## config.mk

```make
export PLATFORM = sky130hd
export DESIGN_NAME = oaht_ctrl
export DESIGN_NICKNAME = d
export VERILOG_FILES = /design/src/sv/oaht_pkg.sv /design/src/sv/oaht_ctrl.sv
export SDC_FILE = /design/constraint.sdc
export NUM_CORES = 1
export LEC_CHECK = 0
export BUFFER_PORTS_ARGS = -buffer_cell sky130_fd_sc_hd__clkbuf_2
export CAP_MARGIN = 10
export CORE_AREA = 2 2 39 41
export CTS_CLUSTER_DIAMETER = 80
export CTS_CLUSTER_SIZE = 16
export DETAILED_ROUTE_END_ITERATION = 16
export DIE_AREA = 0 0 41 43
export MAX_ROUTING_LAYER = met4
export PLACE_DENSITY = 0.65
export SYNTH_ARGS = -nofsm -noshare
export SYNTH_HDL_FRONTEND = slang
export SYNTH_SLANG_ARGS = --single-unit
```

## constraint.sdc

```tcl
create_clock -name clock -period 1.4 [get_ports clock]
set_input_delay 0.07 -clock clock [delete_from_list [all_inputs] [get_ports clock]]
set_output_delay 0.07 -clock clock [all_outputs]
set_load 0.005 [all_outputs]
```

## src/sv/oaht_pkg.sv

```systemverilog
`default_nettype none
// ----------------------------------------------------------------------------
// oaht_pkg
// Shared types and constants for the open-addressing hash table.
// ----------------------------------------------------------------------------
package oaht_pkg;

   localparam logic [1:0] CMD_INSERT = 2'd0;
   localparam logic [1:0] CMD_LOOKUP = 2'd1;
   localparam logic [1:0] CMD_DELETE = 2'd2;

   localparam logic [1:0] ST_DONE      = 2'd0;
   localparam logic [1:0] ST_NOT_FOUND = 2'd1;
   localparam logic [1:0] ST_FULL      = 2'd2;

   localparam logic [31:0] GOLDEN_Q32 = 32'h9E3779B9;

   // controller -> datapath
   typedef struct packed {
      logic load;      // capture request, start hash
      logic hash_mul;  // register hash fraction
      logic hash_home; // register home slot, issue first read
      logic advance;   // step to next slot and read it
      logic write_ins; // write insert at current slot
      logic write_del; // tombstone current slot
      logic respond;   // drive result
      logic [1:0] rsp_status;
   } ctrl_type;

   // datapath -> controller
   typedef struct packed {
      logic [1:0] cmd;
      logic occupied;
      logic tombstone;
      logic key_match;
      logic last_probe;
      logic clearing;  // flag clear pass after reset still running
   } stat_type;

endpackage
`default_nettype wire

```

## src/sv/oaht_ctrl.sv

```systemverilog
`default_nettype none
// ----------------------------------------------------------------------------
// oaht_ctrl
// Sequencer: hash, probe one slot per cycle, write back, respond.
// ----------------------------------------------------------------------------
module oaht_ctrl (
   input  wire                     clock,
   input  wire                     reset,
   input  wire                     start,
   output logic                    busy,
   input  wire oaht_pkg::stat_type  stat,
   output oaht_pkg::ctrl_type       ctrl
);
   import oaht_pkg::*;

   typedef enum logic [2:0] {
      S_IDLE, S_MUL, S_HOME, S_PROBE, S_RESP
   } state_type;

   state_type state_ff, state_in;
   logic [1:0] st_ff, st_in;

   always_comb begin
      state_in = state_ff;
      st_in    = st_ff;
      ctrl     = '0;
      ctrl.rsp_status = st_ff;
      unique case (state_ff)
         S_IDLE: begin
            if (start && !stat.clearing) begin
               ctrl.load = 1'b1;
               state_in  = S_MUL;
            end
         end
         S_MUL: begin
            ctrl.hash_mul = 1'b1;
            state_in = S_HOME;
         end
         S_HOME: begin
            ctrl.hash_home = 1'b1;
            state_in = S_PROBE;
         end
         S_PROBE: begin
            state_in = S_RESP;
            if (stat.cmd == CMD_INSERT) begin
               if (!stat.occupied || stat.key_match) begin
                  ctrl.write_ins = 1'b1;
                  st_in = ST_DONE;
               end else if (stat.last_probe) st_in = ST_FULL;
               else begin
                  ctrl.advance = 1'b1;
                  state_in = S_PROBE;
               end
            end else if (stat.cmd == CMD_LOOKUP || stat.cmd == CMD_DELETE) begin
               if (!stat.occupied && !stat.tombstone) st_in = ST_NOT_FOUND;
               else if (stat.occupied && stat.key_match) begin
                  ctrl.write_del = (stat.cmd == CMD_DELETE);
                  st_in = ST_DONE;
               end else if (stat.last_probe) st_in = ST_NOT_FOUND;
               else begin
                  ctrl.advance = 1'b1;
                  state_in = S_PROBE;
               end
            end else st_in = ST_NOT_FOUND;
         end
         S_RESP: begin
            ctrl.respond = 1'b1;
            state_in = S_IDLE;
         end
         default: state_in = S_IDLE;
      endcase
   end

   always_ff @(posedge clock) begin
      if (reset) begin
         state_ff <= S_IDLE;
         st_ff    <= ST_NOT_FOUND;
      end else begin
         state_ff <= state_in;
         st_ff    <= st_in;
      end
   end

   assign busy = (state_ff != S_IDLE) || stat.clearing;

   // a write only happens while probing
   a_wr_probe: assert property (@(posedge clock) disable iff (reset)
      (ctrl.write_ins || ctrl.write_del) |-> state_ff == S_PROBE)
      else $error("write outside probe");
   // insert and delete never together
   a_wr_excl: assert property (@(posedge clock) disable iff (reset)
      !(ctrl.write_ins && ctrl.write_del))
      else $error("write conflict");
   // respond follows a finished probe
   a_resp: assert property (@(posedge clock) disable iff (reset)
      ctrl.respond |-> $past(state_ff) == S_PROBE)
      else $error("respond without probe");
   // no request taken while the flag clear pass runs
   a_no_load_clear: assert property (@(posedge clock) disable iff (reset)
      stat.clearing |-> !ctrl.load)
      else $error("request taken during clear");
endmodule
`default_nettype wire

```

==> results of run 1 <==
## logic make-up after synthesis
family | after synthesis
AO/OA/AOI/OAI | 9
flip-flops | 5
adder cells (fa/ha/maj) | 2
buffers and inverters | 8
AND/OR/NAND/NOR | 23
## registers in the layout (all words and copies together) (netlist names)
name	cells
state_ff	3
st_ff	2
## area by class of cell
cell class / instances / area (sq um) / area share
multi-input cells: 34 / 236.5 / 0.4181
clock buffers: 4 / 26.28 / 0.04646
inverters: 6 / 22.52 / 0.03982
well taps: 16 / 20.02 / 0.03540
repair buffers: 26 / 151.4 / 0.2677
flip-flops and latches: 5 / 108.9 / 0.1925
## metrics by stage
stage          std cells  setup slack (ps)  total power (W)  area, sq um
4_1_cts               91            -6.416        0.0004345        556.8
3_3_place_gp          84             44.34        0.0002476        491.7
6_report              91             31.40        0.0004264        565.5
5_1_grt               91            -30.02        0.0004620        565.5
3_5_place_dp          84             29.85        0.0002498        491.7
2_1_floorplan         47             176.3        0.0002092        356.6
## repair_timing
| action | 4_1_cts | 5_1_grt |
|---|---|---|
| endpoints found under the setup margin | 1 | 2 |
| pin swaps | 2 | 1 |
| buffers inserted | 3 | 0 |
| gates resized for setup | 7 | 2 |
## layer usage
layer  up-vias  routed length (um)  global-route usage  share of wire
li1        222                   -                   -              -
met1       193                 363              0.1125           0.41
met4         0                   0             0.06000              0
met2        11                 450              0.1938           0.51
met3         0                  64             0.06283          0.073
met5         -                   0                   -              0
## power groups by stage
stage          Clock, W  Sequential, W  Combinational [W]
3_3_place_gp          0       0.000160          0.0000874
2_1_floorplan         0       0.000153          0.0000563
5_1_grt        0.000184       0.000154           0.000124
4_1_cts        0.000172       0.000153           0.000109
3_5_place_dp          0       0.000161          0.0000891
6_report       0.000162       0.000154           0.000111
## synth_stat cells, types with 2 or more instances
cell type	number	share of area
a21oi_1	2	0.028
nor3b_1	4	0.084
buf_2	2	0.028
nor2_1	6	0.063
dfxtp_1	5	0.28
nand3_1	2	0.028
nand2_1	4	0.042
inv_1	6	0.063
ha_1	2	0.070
## worst min-delay path by stage
stage	start	to	slack [ps]
after global placement	reset	st_ff[1]$_SDFFE_PP0P_	280
after global routing	reset	st_ff[1]$_SDFFE_PP0P_	30
after detailed placement	reset	st_ff[1]$_SDFFE_PP0P_	280
final	reset	st_ff[1]$_SDFFE_PP0P_	30
after CTS	reset	st_ff[1]$_SDFFE_PP0P_	20
after floorplan	reset	st_ff[1]$_SDFFE_PP0P_	140
==> impl_metrics.json, run 1 <==
{
  "postSynthAreaPerCell_sq_um": 7.587,
  "cp-end-kind": "output pin",
  "die_w_um": 41,
  "synth_adder_area_share": 0.07018,
  "p_comb_frac": 0.261,
  "post_synth_xor_area_fraction": 0,
  "leakagePower_nw": 0.2839,
  "place_congestion": 0.7863,
  "terminus_of_the_critical_flop_to_flop_path": "st_ff[0]$_SDFFE_PP1P_",
  "proportion_of_layout_cells_with_a_drive_suffix_above_1": 0.4933,
  "cts_htree_levels": 1,
  "number_of_buffers_created_by_cts": 3,
  "worst-endpoint-arrival_ps": 1300,
  "postCtsHoldBufs": 0,
  "vias": 426,
  "worst_case_headroom_to_the_max_slew_limit": 0.8607,
  "die_area_sq_um": 1763,
  "fp.coreArea_sq_um": 1384,
  "power.share.switching": 0.2613,
  "grt_setup_unrepaired": "true",
  "antenna_left": 0,
  "track_usage": 0.1214,
  "final.period_utilization": 0.9776,
  "timing.hold.ws_ps": 26.29,
  "flow.area_growth_from_synthesis_pct": 58.60,
  "regToRegStartpoint": "state_ff[0]$_SDFFE_PP0P_",
  "hold_path.class": "in2reg",
  "worstMarginPinSlew_ps": 208.6,
  "crit_cells": 3,
  "cap_viol_max_count": 0,
  "power_per_cell_area_nw_per_um2": 753.9,
  "maxSlewViolCount": 0,
  "initialDrtViolationCount": 4,
  "crit_slowest_cell": "or4_4",
  "tritoncts_clock_tree": "done",
  "viasPerCell": 4.681,
  "p_sw_w": 0.0001114,
  "postSynthRegisterBits": 5,
  "ys_warn_count": 0,
  "maxClockFrequency_mhz": 730.7,
  "synth_mux_area_frac": 0,
  "crit_path_end": "ctrl[8]",
  "crit_chain": "or4_4 -> nor2_2 -> clkbuf_2",
  "cell_internal_pwr_w": 0.0003149,
  "rrSetupSlack_ps": 150,
  "start_kind": "flop",
  "clk_root_buffer_cell": "clkbuf_4",
  "synth-edff-count": 0,
  "worstPathBufferInverterCount": 1,
  "synthesized_area_fraction_occupied_by_ao_oa_aoi_and_oai_cells": 0.1789,
  "critical_path_required_ps": 1330,
  "fin_nets": 88,
  "grt_start_max_net_pins": 8,
  "synthesis.area_sq_um": 356.6,
  "clock-sinks": 5,
  "critical_path_class": "reg2out",
  "synth_top_family_by_area": "simple AND/OR/NAND/NOR gates",
  "critPathMaxStageDelay_ps": 530,
  "final_core_util": 0.4087,
  "setup_viol_count_final": 0,
  "first_global_vias": 379,
  "cp_top_family": "simple AND/OR/NAND/NOR gates",
  "commonest_cells_after_routing_fill_and_taps_aside": "19 x clkbuf_2, 6 x inv_1, 6 x buf_4, 5 x nor2_1",
  "clock_pin_transition_on_the_worst_setup_and_hold_timing_paths_ps": 40,
  "setup.worst_path.start": "state_ff[0]$_SDFFE_PP0P_",
  "io_buffer_count": 19,
  "grt_antenna_before_repair": 0,
  "drc": 0,
  "worst-path-max-fanout": 2,
  "std_cell_rows": 14,
  "netlist_instances": 47,
  "hold_path_depth": 2,
  "synth.lib_cells_used.distinct": 23,
  "fin_tns_setup_ps": 0,
  "finalWorstPathRequiredPeriod_ps": 1369,
  "finalClockSkew_ps": 2.935,
  "nFillCells": 153,
  "yosys.area_share.simple": 0.3789,
  "seq_power_share": 0.360,
  "r2r_cells": 4,
  "grt_pass1_wl_mm": 1.393,
  "gr-total-overflow": 0,
  "route.detailed.wl_per_inst_um": 9.659,
  "portion_of_the_post_synthesis_area_used_by_sequential_elements": 0.2807,
  "cts-root-to-sink-buffers": 2,
  "finalHoldViolCount": 0,
  "starting_density_of_the_core": 0.2577,
  "postSynth.topFlopCell": "dfxtp_1",
  "run_status": "complete, no violations",
  "layout_commonest_cell": "clkbuf_2",
  "n_antenna_cell": 0,
  "place_hpwl_um": 673.3,
  "synth_async_reset_ratio": 0,
  "irDropWorstVdd_mv": 0.3194,
  "drt_pass1_iterations": 3,
  "totalWireLength_um": 879,
  "clock_power_share": 0.379,
  "clk_latency_ps": 240,
  "ports_placed_on_the_boundary": 20,
  "chipHeight_um": 43,
  "synth_nets": 59
}
No activity file was read; power rests on OpenSTA's default activity.
==> run 2, diff against run 1 <==
--- a/config.mk
+++ b/config.mk
@@ -8,6 +8,7 @@
 export BUFFER_PORTS_ARGS = -buffer_cell sky130_fd_sc_hd__clkbuf_2
 export CAP_MARGIN = 10
 export CORE_AREA = 2 2 39 41
+export CTS_BUF_LIST = sky130_fd_sc_hd__clkbuf_8
 export CTS_CLUSTER_DIAMETER = 80
 export CTS_CLUSTER_SIZE = 16
 export DETAILED_ROUTE_END_ITERATION = 16
==> impl_metrics.json, run 2 (synthesis gave the netlist of run 1 again) <==
{
  "grt_start_max_net_pins": 8,
  "reg_top3": "state_ff: 3 flops, st_ff: 2 flops",
  "place_congestion": 0.7863,
  "maxSlewViolCount": 0,
  "cts_htree_levels": 1,
  "viasPerCell": 4.648,
  "first_global_vias": 366,
  "clk_latency_ps": 220,
  "power_per_cell_area_nw_per_um2": 907.4,
  "antenna_left": 0,
  "totalWireLength_um": 848,
  "route.detailed.wl_per_inst_um": 9.636,
  "clock_power_share": 0.498,
  "clk_root_buffer_cell": "clkbuf_8",
  "finalClockSkew_ps": 1.160,
  "worst-endpoint-arrival_ps": 1310,
  "p_sw_w": 0.0001203,
  "place_hpwl_um": 673.3,
  "power.share.switching": 0.2370,
  "chipHeight_um": 43,
  "final.period_utilization": 0.9827,
  "finalHoldViolCount": 0,
  "regToRegStartpoint": "state_ff[2]$_SDFFE_PP0P_",
  "dpl_cell_area_sq_um": 491.7,
  "drt_pass1_iterations": 3,
  "hold_path.class": "in2reg",
  "starting_density_of_the_core": 0.2577,
  "tritoncts_clock_tree": "done",
  "start_kind": "flop",
  "critical_path_class": "reg2out",
  "cts-root-to-sink-buffers": 2,
  "clock-sinks": 5,
  "setup.worst_path.start": "state_ff[0]$_SDFFE_PP0P_",
  "hold_path.startpoint": "reset",
  "io_buffer_count": 19,
  "worstMarginPinSlew_ps": 196.2,
  "sequential_cell_area_sq_um": 106.4,
  "setup_viol_count_final": 0,
  "p_comb_frac": 0.187,
  "die_area_sq_um": 1763,
  "flow.area_growth_from_synthesis_pct": 56.84,
  "grt_antenna_before_repair": 0,
  "fin_nets": 85,
  "leakagePower_nw": 0.2796,
  "number_of_buffers_created_by_cts": 3,
  "cp-end-kind": "output pin",
  "track_usage": 0.1193,
  "die_w_um": 41,
  "run_status": "complete, no violations",
  "irDropWorstVdd_mv": 0.4192,
  "fin_area_sq_um": 559.3,
  "multiInputGateArea_sq_um": 236.5,
  "drc": 0,
  "proportion_of_layout_cells_with_a_drive_suffix_above_1": 0.4722,
  "commonest_cells_after_routing_fill_and_taps_aside": "19 x clkbuf_2, 7 x inv_1, 5 x nor2_1, 4 x nand2_1, 4 x nor3b_1",
  "initialDrtViolationCount": 7,
  "cts_post_setup_buffers_inserted": 0,
  "grt_setup_unrepaired": "true",
  "worst-path-max-fanout": 6,
  "maxClockFrequency_mhz": 726.9,
  "gr-total-overflow": 0,
  "final_core_util": 0.4042,
  "postCtsHoldBufs": 0,
  "rrSetupSlack_ps": 170,
  "regMostFlops": "state_ff",
  "cell_internal_pwr_w": 0.0003872,
  "largest_reg_flops": 3,
  "vias": 409,
  "worst_case_headroom_to_the_max_slew_limit": 0.8681,
  "grt_pass1_wl_mm": 1.373,
  "ports_placed_on_the_boundary": 20,
  "timing.hold.ws_ps": 48.70,
  "layout_commonest_cell": "clkbuf_2",
  "std_cell_rows": 14,
  "n_antenna_cell": 0,
  "cap_viol_max_count": 0,
  "seq_power_share": 0.315,
  "clock_pin_transition_on_the_worst_setup_and_hold_timing_paths_ps": 30,
  "finalWorstPathRequiredPeriod_ps": 1376,
  "fp.coreArea_sq_um": 1384,
  "critical_path_required_ps": 1330,
  "nFillCells": 151
}
## run 2: critical path, cell delays in order (launching register included)
cell and delay [ps]:
dfxtp_4 350, or4_4 540, nor2_2 90, clkbuf_2 110
## run 2: cell type report
cell class,instances,share of cell area
multi-input combinational,34,0.4228
timing repair buffer,23,0.2304
sequential,5,0.1902
clock buffer,3,0.07383
inverter,6,0.04027
tap,16,0.03579
clock inverter,1,0.006711
## run 2: final timing paths
check,end,cells past startpoint
hold reg to reg,state_ff[1]$_SDFFE_PP0P_,1
setup reg to reg,st_ff[0]$_SDFFE_PP1P_,3
setup / recovery,ctrl[8],3
hold / removal,st_ff[1]$_SDFFE_PP0P_,2
## run 2: power by group through the flow
stage	logic, W	registers (W)	clock network (W)
after floorplan	0.0000563	0.000153	0
after global placement	0.0000874	0.000160	0
after detailed placement	0.0000891	0.000161	0
after CTS	0.0000930	0.000160	0.000263
after global routing	0.000107	0.000161	0.000278
final	0.0000950	0.000160	0.000253
## run 2: metal layers
| metal | global-route usage | share of wire | routed length (um) | up-vias |
|---|---|---|---|---|
| li1 | - | - | - | 216 |
| met1 | 0.1125 | 0.42 | 357 | 182 |
| met2 | 0.1875 | 0.50 | 426 | 11 |
| met3 | 0.06283 | 0.075 | 64 | 0 |
| met4 | 0.06000 | 0 | 0 | 0 |
| met5 | - | 0 | 0 | - |
## run 2: what timing repair did
action                                  4_1_cts  5_1_grt
resized for setup                             5        3
pin swaps                                     2        1
gates cloned                                  0        0
endpoints found under the setup margin        1        2
## run 2: through the flow
stage | power (W) | setup WS, ps | std cells | TNS [ps]
6_report | 0.0005075 | 24.21 | 88 | 0
5_1_grt | 0.0005462 | -16.08 | 88 | -16.08
3_3_place_gp | 0.0002476 | 44.34 | 84 | 0
4_1_cts | 0.0005157 | 8.264 | 88 | 0
2_1_floorplan | 0.0002092 | 176.3 | 47 | 0
3_5_place_dp | 0.0002498 | 29.85 | 84 | 0
